===== src/design/u8s_pkg.sv =====
// ----------------------------------------------------------------------------
// u8s_pkg
// shared types and constants of the utf8 stream sanitizer
// ----------------------------------------------------------------------------
`default_nettype none

package u8s_pkg;

	localparam logic [7:0] REPL0 = 8'hEF;
	localparam logic [7:0] REPL1 = 8'hBF;
	localparam logic [7:0] REPL2 = 8'hBD;

	// one request's worth of output, as planned by the front end
	typedef struct packed {
		logic [3:0][7:0] lit;
		logic [3:0]      pre_len;
		logic [3:0]      lit_end;
		logic [3:0]      total;
		logic            last;
		logic            valid;
	} entry_t;

endpackage

`default_nettype wire


===== src/design/u8s_front.sv =====
// ----------------------------------------------------------------------------
// u8s_front
// decoder state, held bytes and per-request output plan
// ----------------------------------------------------------------------------
`default_nettype none

module u8s_front (
	input  wire logic           clk,
	input  wire logic           arst_n,
	input  wire logic           in_valid,
	output logic                in_ready,
	input  wire logic [7:0]     in_byte,
	input  wire logic           last_byte,
	input  wire logic           q_full,
	output logic                q_push,
	output u8s_pkg::entry_t     q_data
);

	localparam logic [7:0] CONT_MIN = 8'h80;
	localparam logic [7:0] CONT_MAX = 8'hBF;

	typedef struct packed {
		logic       ok;
		logic [1:0] pending;
		logic [7:0] cmin;
		logic [7:0] cmax;
	} scan_t;

	function automatic scan_t take_byte(input logic [1:0] pend, input logic [7:0] cmin,
		input logic [7:0] cmax, input logic [7:0] b);
		scan_t r;
		r.ok      = 1'b1;
		r.pending = pend;
		r.cmin    = cmin;
		r.cmax    = cmax;
		if (pend != 2'd0) begin
			if (b < cmin || b > cmax) begin
				r.ok = 1'b0;
			end else begin
				r.pending = pend - 2'd1;
				r.cmin    = CONT_MIN;
				r.cmax    = CONT_MAX;
			end
		end else if (b < 8'h80) begin
			r.ok = 1'b1;
		end else if (b < 8'hC2) begin
			r.ok = 1'b0;
		end else if (b < 8'hE0) begin
			r.pending = 2'd1;
			r.cmin    = CONT_MIN;
			r.cmax    = CONT_MAX;
		end else if (b < 8'hF0) begin
			r.pending = 2'd2;
			r.cmin    = (b == 8'hE0) ? 8'hA0 : CONT_MIN;
			r.cmax    = (b == 8'hED) ? 8'h9F : CONT_MAX;
		end else if (b < 8'hF5) begin
			r.pending = 2'd3;
			r.cmin    = (b == 8'hF0) ? 8'h90 : CONT_MIN;
			r.cmax    = (b == 8'hF4) ? 8'h8F : CONT_MAX;
		end else begin
			r.ok = 1'b0;
		end
		return r;
	endfunction

	logic [1:0] pend_q;
	logic [7:0] cmin_q;
	logic [7:0] cmax_q;
	logic [1:0] hc_q;
	logic       err_q;
	logic [7:0] held_q [3];

	scan_t      scan1;
	scan_t      scan2;
	scan_t      st;
	logic [1:0] hc;
	logic       err_d;
	logic       acc;
	logic [2:0] pre;
	logic [2:0] lit_cnt;
	logic [1:0] post;
	logic [3:0] pre_len;
	logic [3:0] lit_end;
	logic [3:0] total;
	logic [7:0] held_d [3];
	logic       accept;

	assign in_ready = !q_full;
	assign accept   = in_valid && in_ready;

	always_comb begin
		scan1   = take_byte(pend_q, cmin_q, cmax_q, in_byte);
		scan2   = take_byte(2'd0, CONT_MIN, CONT_MAX, in_byte);
		st      = scan1;
		hc      = hc_q;
		err_d   = err_q;
		acc     = 1'b1;
		pre     = 3'd0;
		lit_cnt = 3'd0;
		post    = 2'd0;
		held_d  = held_q;
		if (!scan1.ok) begin
			err_d = 1'b1;
			pre   = {1'b0, hc_q};
			hc    = 2'd0;
			st    = scan2;
			if (!scan2.ok) begin
				pre = pre + 3'd1;
				acc = 1'b0;
			end
		end
		// held bytes that survive come first, then the new byte
		for (int i = 0; i < 3; i++) begin
			q_data.lit[i] = (2'(i) < hc) ? held_q[i] : in_byte;
		end
		q_data.lit[3] = in_byte;
		if (acc) begin
			if (st.pending == 2'd0) begin
				lit_cnt = {1'b0, hc} + 3'd1;
				hc      = 2'd0;
			end else begin
				held_d[hc] = in_byte;
				hc         = hc + 2'd1;
			end
		end
		if (last_byte) begin
			if (hc != 2'd0) begin
				err_d = 1'b1;
			end
			post = hc;
		end
		pre_len = ({1'b0, pre} << 1) + {1'b0, pre};
		lit_end = pre_len + {1'b0, lit_cnt};
		total   = lit_end + ({2'b00, post} << 1) + {2'b00, post};
		q_data.pre_len = pre_len;
		q_data.lit_end = lit_end;
		q_data.total   = total;
		q_data.last    = last_byte;
		q_data.valid   = !err_d;
	end

	assign q_push = accept && (total != 4'd0);

	always_ff @(posedge clk or negedge arst_n) begin
		if (!arst_n) begin
			pend_q <= 2'd0;
			cmin_q <= CONT_MIN;
			cmax_q <= CONT_MAX;
			hc_q   <= 2'd0;
			err_q  <= 1'b0;
		end else if (accept) begin
			if (last_byte) begin
				pend_q <= 2'd0;
				cmin_q <= CONT_MIN;
				cmax_q <= CONT_MAX;
				hc_q   <= 2'd0;
				err_q  <= 1'b0;
			end else begin
				pend_q <= acc ? st.pending : 2'd0;
				cmin_q <= acc ? st.cmin : CONT_MIN;
				cmax_q <= acc ? st.cmax : CONT_MAX;
				hc_q   <= hc;
				err_q  <= err_d;
			end
		end
	end

	always_ff @(posedge clk) begin
		if (accept) begin
			held_q <= held_d;
		end
	end

endmodule

`default_nettype wire


===== src/design/u8s_queue.sv =====
// ----------------------------------------------------------------------------
// u8s_queue
// short fifo of output plans between front and back end
// ----------------------------------------------------------------------------
`default_nettype none

module u8s_queue #(
	parameter int DEPTH = 4
) (
	input  wire logic            clk,
	input  wire logic            arst_n,
	input  wire logic            push,
	input  wire u8s_pkg::entry_t push_data,
	output logic                 full,
	input  wire logic            pop,
	output u8s_pkg::entry_t      head,
	output logic                 empty
);

	localparam int PW = (DEPTH > 1) ? $clog2(DEPTH) : 1;
	localparam int CW = $clog2(DEPTH + 1);
	localparam logic [PW-1:0] LAST_IDX = PW'(DEPTH - 1);
	localparam logic [CW-1:0] FULL_CNT = CW'(DEPTH);

	u8s_pkg::entry_t mem_q [DEPTH];
	logic [PW-1:0]   wr_ptr_q;
	logic [PW-1:0]   rd_ptr_q;
	logic [CW-1:0]   cnt_q;
	logic            do_push;
	logic            do_pop;

	assign full    = (cnt_q == FULL_CNT);
	assign empty   = (cnt_q == '0);
	assign do_push = push && !full;
	assign do_pop  = pop && !empty;
	assign head    = mem_q[rd_ptr_q];

	always_ff @(posedge clk) begin
		if (do_push) begin
			mem_q[wr_ptr_q] <= push_data;
		end
	end

	always_ff @(posedge clk or negedge arst_n) begin
		if (!arst_n) begin
			wr_ptr_q <= '0;
			rd_ptr_q <= '0;
			cnt_q    <= '0;
		end else begin
			if (do_push) begin
				wr_ptr_q <= (wr_ptr_q == LAST_IDX) ? '0 : wr_ptr_q + PW'(1);
			end
			if (do_pop) begin
				rd_ptr_q <= (rd_ptr_q == LAST_IDX) ? '0 : rd_ptr_q + PW'(1);
			end
			if (do_push && !do_pop) begin
				cnt_q <= cnt_q + CW'(1);
			end else if (do_pop && !do_push) begin
				cnt_q <= cnt_q - CW'(1);
			end
		end
	end

endmodule

`default_nettype wire


===== src/design/u8s_back.sv =====
// ----------------------------------------------------------------------------
// u8s_back
// walks the plan at the queue head and sends one output byte per cycle while out_ready is high
// ----------------------------------------------------------------------------
`default_nettype none

module u8s_back (
	input  wire logic            clk,
	input  wire logic            arst_n,
	input  wire u8s_pkg::entry_t head,
	input  wire logic            q_empty,
	output logic                 q_pop,
	output logic                 out_valid,
	input  wire logic            out_ready,
	output logic [7:0]           out_byte,
	output logic                 run_last,
	output logic                 is_replacement,
	output logic                 stream_end,
	output logic                 stream_valid
);

	logic [3:0] pos_q;
	logic [1:0] sub_q;
	logic [3:0] lit_off;
	logic       repl;
	logic       end_of;
	logic       fire;

	assign out_valid = !q_empty;
	assign fire      = out_valid && out_ready;
	assign lit_off   = pos_q - head.pre_len;
	assign repl      = (pos_q < head.pre_len) || (pos_q >= head.lit_end);
	assign end_of    = (pos_q == head.total - 4'd1);
	assign q_pop     = fire && end_of;

	always_comb begin
		if (repl) begin
			case (sub_q)
				2'd0:    out_byte = u8s_pkg::REPL0;
				2'd1:    out_byte = u8s_pkg::REPL1;
				default: out_byte = u8s_pkg::REPL2;
			endcase
		end else begin
			out_byte = head.lit[lit_off[1:0]];
		end
	end

	assign run_last       = end_of;
	assign is_replacement = repl;
	assign stream_end     = end_of && head.last;
	assign stream_valid   = end_of && head.last && head.valid;

	always_ff @(posedge clk or negedge arst_n) begin
		if (!arst_n) begin
			pos_q <= 4'd0;
			sub_q <= 2'd0;
		end else if (fire) begin
			pos_q <= end_of ? 4'd0 : pos_q + 4'd1;
			if (repl) begin
				sub_q <= (sub_q == 2'd2) ? 2'd0 : sub_q + 2'd1;
			end
		end
	end

endmodule

`default_nettype wire


===== src/design/utf8_stream_sanitizer_unit.sv =====
// ----------------------------------------------------------------------------
// utf8_stream_sanitizer_unit
// Takes one raw byte per request and sends strict UTF-8: overlongs,
// surrogates and code points above U+10FFFF are rejected, each held byte of a
// broken sequence and each byte that stays ill-formed turns into EF BF BD,
// and the end of a stream flushes held bytes as replacements and reports
// whether the stream was clean. The front end takes a byte every cycle while
// its plan queue (QUEUE_DEPTH entries) has room; the back end sends one byte
// per cycle while out_ready is high, so an input request causes 0 to 12
// output bytes, and plain valid text runs at one byte per cycle unless stalled.
// ----------------------------------------------------------------------------
`default_nettype none

module utf8_stream_sanitizer_unit #(
	parameter int QUEUE_DEPTH = 4
) (
	input  wire logic       clk,
	input  wire logic       arst_n,
	input  wire logic       in_valid,
	output logic            in_ready,
	input  wire logic [7:0] in_byte,
	input  wire logic       last_byte,
	output logic            out_valid,
	input  wire logic       out_ready,
	output logic [7:0]      out_byte,
	output logic            run_last,
	output logic            is_replacement,
	output logic            stream_end,
	output logic            stream_valid
);

	u8s_pkg::entry_t push_data;
	u8s_pkg::entry_t head;
	logic            push;
	logic            pop;
	logic            full;
	logic            empty;

	u8s_front u_front (
		.clk       (clk),
		.arst_n    (arst_n),
		.in_valid  (in_valid),
		.in_ready  (in_ready),
		.in_byte   (in_byte),
		.last_byte (last_byte),
		.q_full    (full),
		.q_push    (push),
		.q_data    (push_data)
	);

	u8s_queue #(
		.DEPTH (QUEUE_DEPTH)
	) u_queue (
		.clk       (clk),
		.arst_n    (arst_n),
		.push      (push),
		.push_data (push_data),
		.full      (full),
		.pop       (pop),
		.head      (head),
		.empty     (empty)
	);

	u8s_back u_back (
		.clk            (clk),
		.arst_n         (arst_n),
		.head           (head),
		.q_empty        (empty),
		.q_pop          (pop),
		.out_valid      (out_valid),
		.out_ready      (out_ready),
		.out_byte       (out_byte),
		.run_last       (run_last),
		.is_replacement (is_replacement),
		.stream_end     (stream_end),
		.stream_valid   (stream_valid)
	);

endmodule

`default_nettype wire


===== config.mk =====
export PLATFORM = sky130hd
export DESIGN_NAME = utf8_stream_sanitizer_unit
export DESIGN_NICKNAME = d
export VERILOG_FILES = /design/src/design/u8s_pkg.sv /design/src/design/u8s_front.sv /design/src/design/u8s_queue.sv /design/src/design/u8s_back.sv /design/src/design/utf8_stream_sanitizer_unit.sv
export SDC_FILE = /design/constraint.sdc
export NUM_CORES = 1
export LEC_CHECK = 0
export BUFFER_PORTS_ARGS = -buffer_cell sky130_fd_sc_hd__buf_2
export CAP_MARGIN = 20
export CORE_MARGIN = 4
export CORE_UTILIZATION = 58
export CTS_BUF_LIST = sky130_fd_sc_hd__clkbuf_2
export CTS_CLUSTER_DIAMETER = 60
export DETAILED_ROUTE_END_ITERATION = 16
export PLACE_DENSITY = 0.78
export SLEW_MARGIN = 10
export SYNTH_ARGS = -nofsm -noshare
export SYNTH_HDL_FRONTEND = slang
export SYNTH_SLANG_ARGS = --single-unit

===== constraint.sdc =====
create_clock -name clk -period 7.3 [get_ports clk]
set_input_delay 1.825 -clock clk [delete_from_list [all_inputs] [get_ports clk]]
set_output_delay 1.825 -clock clk [all_outputs]
set_load 0.01 [all_outputs]

# Word-level counts from Yosys, hierarchy flattened
# Memory sizes are Yosys's and may differ from the RTL's.
# Index checks and enable logic that the tools add are counted.
# totals
memories	1
in_bits	13
elab_cells	151
mem_bits_rw	184
ff_bits	58
out_inout_bits	14
# mem_list
name	depth	word_bits	rd	rd_clocked_by_memory_dff	write_ports	line_no	text
u_queue.mem_q	4	46	1	0	1	u8s_queue.sv:25	u8s_pkg::entry_t mem_q [DEPTH];
# classes
add_sub_neg	16
reduce_logical	28
n_bitwise	2
n_mux	62
eq_ne	14
n_lt_le_gt_ge	15
# ops
operator	n
$mux 18	12
$mux 8	10
$lt 8x8->1 const B	5
$eq 8x8->1 const B	4
$bwmux 24	1
$mux 2	10
$mux 19	1
$mux 3	6
$mux 6	3
$bmux 8 s2	1
$demux 8 s2	1
$ne 5x5->1 const B	3
$mux 1	14
$pmux 7 s2	1
$add 4x3->4	3
$logic_and 1x1->1	11
$add 2x1->2 const B	4
$gt 8x8->1	1
$lt 8x8->1	1
$ne 7x7->1 const B	1
$add 2x1->3 const B	2
$eq 2x2->1 const B	3
$reduce_bool 2->1	3
$logic_not 1->1	5
other kinds (28)	31

# Logic depth before layout (Yosys ltp)
# logic_depth
depth_word	22
mapped_depth	28
ltp_nobuf	27

# Hierarchy
# A second synthesis with hierarchy kept.
# hier_totals
cells_unflattened	588
area_unflattened_um2	10441.3
# by_module_without_submodules
module	cells_each	seq_area_each_um2	area_each_um2	instances
u8s_queue	277	5700.5	7099.3	1
u8s_front	222	974.7	2473.6	1
u8s_back	89	150.1	868.3	1

# Worst setup path after synthesis
# No wires, ideal clock.
# synth_timing
path_type	input port to flip-flop
from	in in_byte[5]
to	mem u_queue.mem_q[0][0] (netlist name) (enable)
slack_ns	-1.464
t_required_ns	6.850
n_path_buf	0
path_stages	19
arrival_time_ns	8.314
setup_ns	0.450
cell_sequence	ha_1 > a211o_1 > a21oi_1 > o221a_2 > nand2_1 > nand2_1 > nand2_2 > ha_1 > nor3_1 > fa_1 > fa_1 > ha_1 > fa_1 > xnor2_1 > xnor2_1 > xnor2_1 > a41oi_1 > o21ai_4 > nor2_1
# synth_lines
item	line_no	text
start: declaration	utf8_stream_sanitizer_unit.sv:21	input wire logic [7:0] in_byte,
end: declaration	u8s_queue.sv:25	

==> metrics.md <==
| Metric | Value |
|---|---|
| Reg2Reg Depth | `26` |
| Area grow syn2layout | `12.6%` |
| Die Area | `19,800 um^2` |
| Mean area per synthesized cell | `17.8 um^2` |
| Register area share after synthesis | `66.8%` |
| Yosys top cell by area | `edfxtp_1` |
| Overall die width | `141 um` |
| Cell family with most CP delay | `adder cells` |
| Placer's final routability congestion estimate | `0.952` |
| Largest stage delay, worst path | `0.44 ns` |
| Max Cap Viol | `0` |
| Worst EP required | `8.02 ns` |
| Post-CTS setup buffers | `0` |
| Vias per cell | `5.89` |
| Levels on crit path | `25` |
| EDFF count, synth | `208` |
| Multiplexer area fraction after synthesis | `15.0%` |
| Synth Area in Adders | `5.71%` |
| Post-layout min period | `6.70 ns` |
| CTS resizes | `0` |
| Crit path kind | `input port to flop` |
| Vias | `5,647` |
| NumNets Final | `742` |
| R2R Setup Slk | `1.17 ns` |
| Most Crowded Layer GR | `met2` |
| Yosys top cell area share | `61.1%` |
| Worst r2r src | `u_front.cmax_q[3]` |
| Routed Antenna Nets | `0` |
| Top_reg_cell synth | `edfxtp_1` |
| Iter 0 DRT Violations | `373` |
| CTS H-tree depth | `2` |
| Post-placement cell count | `853` |
| Clock slew at reported path FFs | `0.10 ns` |
| Initial antenna violation count | `1` |
| Largest net degree at the start of global routing | `47` |
| Share of the clock period used by the worst path | `91.8%` |
| TritonCTS clock tree | `built` |
| Worst Setup SP | `in_byte[2]` |
| CP endpoint | `u_queue.cnt_q[2]` |
| Sum of buffers and inverters on the critical path | `3` |
| Worst Path Max Fanout | `6` |
| Slew headroom | `28.5%` |
| GRT met1 Usage | `29.1%` |
| Mapped cell area | `10,200 um^2` |
| IO Pins | `27` |
| Met3 track demand over resource | `4.07%` |
| Simple-Gate Fraction of Synth Area | `4.65%` |
| Layout cells sized above 1 | `37.4%` |
| Fin. max-slew vios | `0` |
| Rows | `48` |
| Mapped Cells | `573` |
| Non-filler cells, final | `959` |
| Port Buffer Count | `26` |
| DRC viols | `0` |
| Design Power | `4.51 mW` |
| Worst vdd ir | `0.000347 V` |
| Number of synthesized register bits | `231` |
| Clk_skew | `0.0798 ns` |
| Synth area leaders | `edfxtp_1 (61%), mux4_2 (12%), dfrtp_1 (4.9%), ha_1 (4.5%), mux2_2 (2.8%)` |
| Ys async rst share | `9.96%` |
| Syn nets | `629` |
| GRT met2 Usage | `35.3%` |
| CTS root buf | `clkbuf_2` |
| Slew @ Worst Pin | `1.06 ns` |
| Crit end category | `flop` |
| Path category of the worst min-delay check | `flop to flop` |
| Worst-Skew Late Latency | `0.83 ns` |
| Crit path max-delay cell type | `or4_4` |
| Status | `finished, final reports clean` |
| Final wirelength | `20,200 um` |
| Grt ovf | `0` |
| CTS sink cnt | `231` |
| TritonCTS Buffers | `56` |
| Pre-antenna DRT Iters | `5` |
| Worst path most repeated cell | `ha_1` |
| Fill count | `1,194` |
| Largest family of logic cells by synthesized area | `multiplexers` |
| GR Util All Layers | `21.2%` |
| Max clock buf depth | `3` |
| Core ar. | `17,300 um^2` |
| Capturing point of the worst reg2reg path | `u_queue.cnt_q[2]` |
| Die Height | `141 um` |
| Synth Area in XOR/XNOR | `1.45%` |
| Yosys cell types | `61` |
| Initial core utilization | `59.1%` |
| Global-route wire length before repair | `32,700 um` |
| Post-DR wirelength/cell | `21.0 um` |
| HPWL Detailed | `12,700 um` |
| Synth Area in Compound Gates | `4.40%` |
| Cell Pwr Density | `392 nW/um^2` |
| Maximum clock frequency | `149 MHz` |
| Arr. time, crit path | `7.42 ns` |
| RSZ-0062 raised after global routing | `no` |
| Leak | `4.31 nW` |
| Vias in the first global route | `6,183` |
| Worst setup SP type | `input port` |
| Final Hold Fails | `0` |
| Hold buffers post-CTS | `0` |
| Final setup violation count | `0` |
| Ys Warns | `0` |
## Yosys cell counts, drive strengths merged (2+ instances only)
master / n
and2: 8
nor3: 5
xnor2: 8
edfxtp: 208
a21o: 7
nand2b: 5
and3: 4
a31oi: 3
mux2: 27
o221a: 3
inv: 34
a2bb2oi: 2
or2: 7
nor2b: 3
a22o: 2
a32o: 2
o21ai: 11
or3: 2
nand3: 5
o22ai: 2
buf: 8
a21oi: 14
fa: 6
dfrtp: 20
xor2: 8
nand2: 22
dfstp: 3
mux4: 54
clkbuf: 8
a211o: 3
nor2: 23
ha: 37
## worst min-delay path by stage
| stage | to | slack [ns] | cells past startpoint | start |
|---|---|---|---|---|
| final | u_front.cmax_q[4] | 0.50 | 2 | u_front.cmax_q[4] |
| after global routing | u_queue.cnt_q[2] | 0.54 | 1 | u_queue.cnt_q[2] |
| after CTS | u_front.cmax_q[4] | 0.50 | 2 | u_front.cmax_q[4] |
| after detailed placement | u_front.cmax_q[4] | 0.49 | 2 | u_front.cmax_q[4] |
| after global placement | u_queue.cnt_q[2] | 0.48 | 1 | u_queue.cnt_q[2] |
| after floorplan | u_queue.cnt_q[2] | 0.45 | 1 | u_queue.cnt_q[2] |
## flip-flops by register name (all words and copies together), names as in the netlist
register          cells
u_front.err_q         1
u_queue.wr_ptr_q      2
u_queue.cnt_q         3
u_front.held_q       24
u_front.cmin_q        2
u_queue.mem_q       184
u_front.pend_q        2
u_front.hc_q          2
u_back.sub_q          2
u_back.pos_q          4
u_front.cmax_q        3
u_queue.rd_ptr_q      2
## power breakdown
group	internal (mW)	total (mW)	switching, mW
registers	1.82	1.95	0.134
clock network	0.321	0.819	0.498
logic	0.840	1.74	0.898
total	2.98	4.51	1.53
## routing by layer
| metal | part of all wire [%] | routed length [um] | vias to the layer above |
|---|---|---|---|
| met5 | 0 | 0 | - |
| met4 | 1.4 | 285 | 0 |
| met3 | 5.5 | 1120 | 27 |
| met2 | 50 | 10200 | 189 |
| met1 | 43 | 8610 | 2907 |
| li1 | - | - | 2524 |
## layout make-up
| type | instances | area, um^2 | area share [%] |
|---|---|---|---|
| inverter | 34 | 128 | 1.11 |
| timing repair buffer | 71 | 518 | 4.50 |
| multi-input combinational | 292 | 3230 | 28.1 |
| clock buffer | 87 | 435 | 3.78 |
| tap | 225 | 282 | 2.45 |
| clock inverter | 18 | 78.8 | 0.685 |
| antenna | 1 | 2.50 | 0.0218 |
| sequential | 231 | 6830 | 59.3 |
## worst register-to-register path, cell delays in order, from the launching register on
cell and delay (ns):
dfstp_2 0.55, inv_1 0.09, ha_1 0.30, nor2b_1 0.14, o211ai_1 0.11, a211o_1 0.32, nand2_2 0.13, nand2_2 0.10
nor2_1 0.35, ha_1 0.26, fa_1 0.44, ha_1 0.32, xor2_1 0.23, ha_1 0.30, fa_1 0.44, xnor2_1 0.18
xnor2_1 0.16, xnor2_1 0.13, a41oi_1 0.32, o21ai_4 0.09, inv_1 0.06, ha_1 0.16, inv_1 0.06, fa_1 0.37
xor2_1 0.16, nor2_1 0.11, xor2_1 0.16
## per-stage QoR
step                util (%)  setup TNS [ns]  cell area (um^2)  setup WS [ns]  hold slack [ns]
global route            66.5               0             11500          0.353            0.539
global placement        63.5               0             11000         0.0319            0.475
detailed placement      63.5          -0.327             11000         -0.189            0.488
CTS                     66.5               0             11500          0.696            0.504
floorplan                  -               0             10300        0.00671            0.455
finish                  66.5               0             11500          0.599            0.499
## kinds of logic (layout without fill, tap and decap cells)
kind of cell	count (synthesis)	count (layout)
adder cells (fa/ha/maj)	43	43
XOR/XNOR	16	16
buffers and inverters	50	210
AO/OA/AOI/OAI	60	60
multiplexers	81	81
flip-flops	231	231
other	0	1
AND/OR/NAND/NOR	92	92
## cell usage in the layout, fill, tap and decap left out, types with 10 or more instances in the layout
cell type and n:
a21oi_1 13, buf_2 26, buf_4 41, clkbuf_2 87, clkinv_1 14, dfrtp_1 18
edfxtp_1 208, ha_1 37, inv_1 34, mux2_2 25, mux4_2 54, nand2_1 17
nor2_1 19, o21ai_0 10
Note: power is estimated with default switching activity, not from simulation.
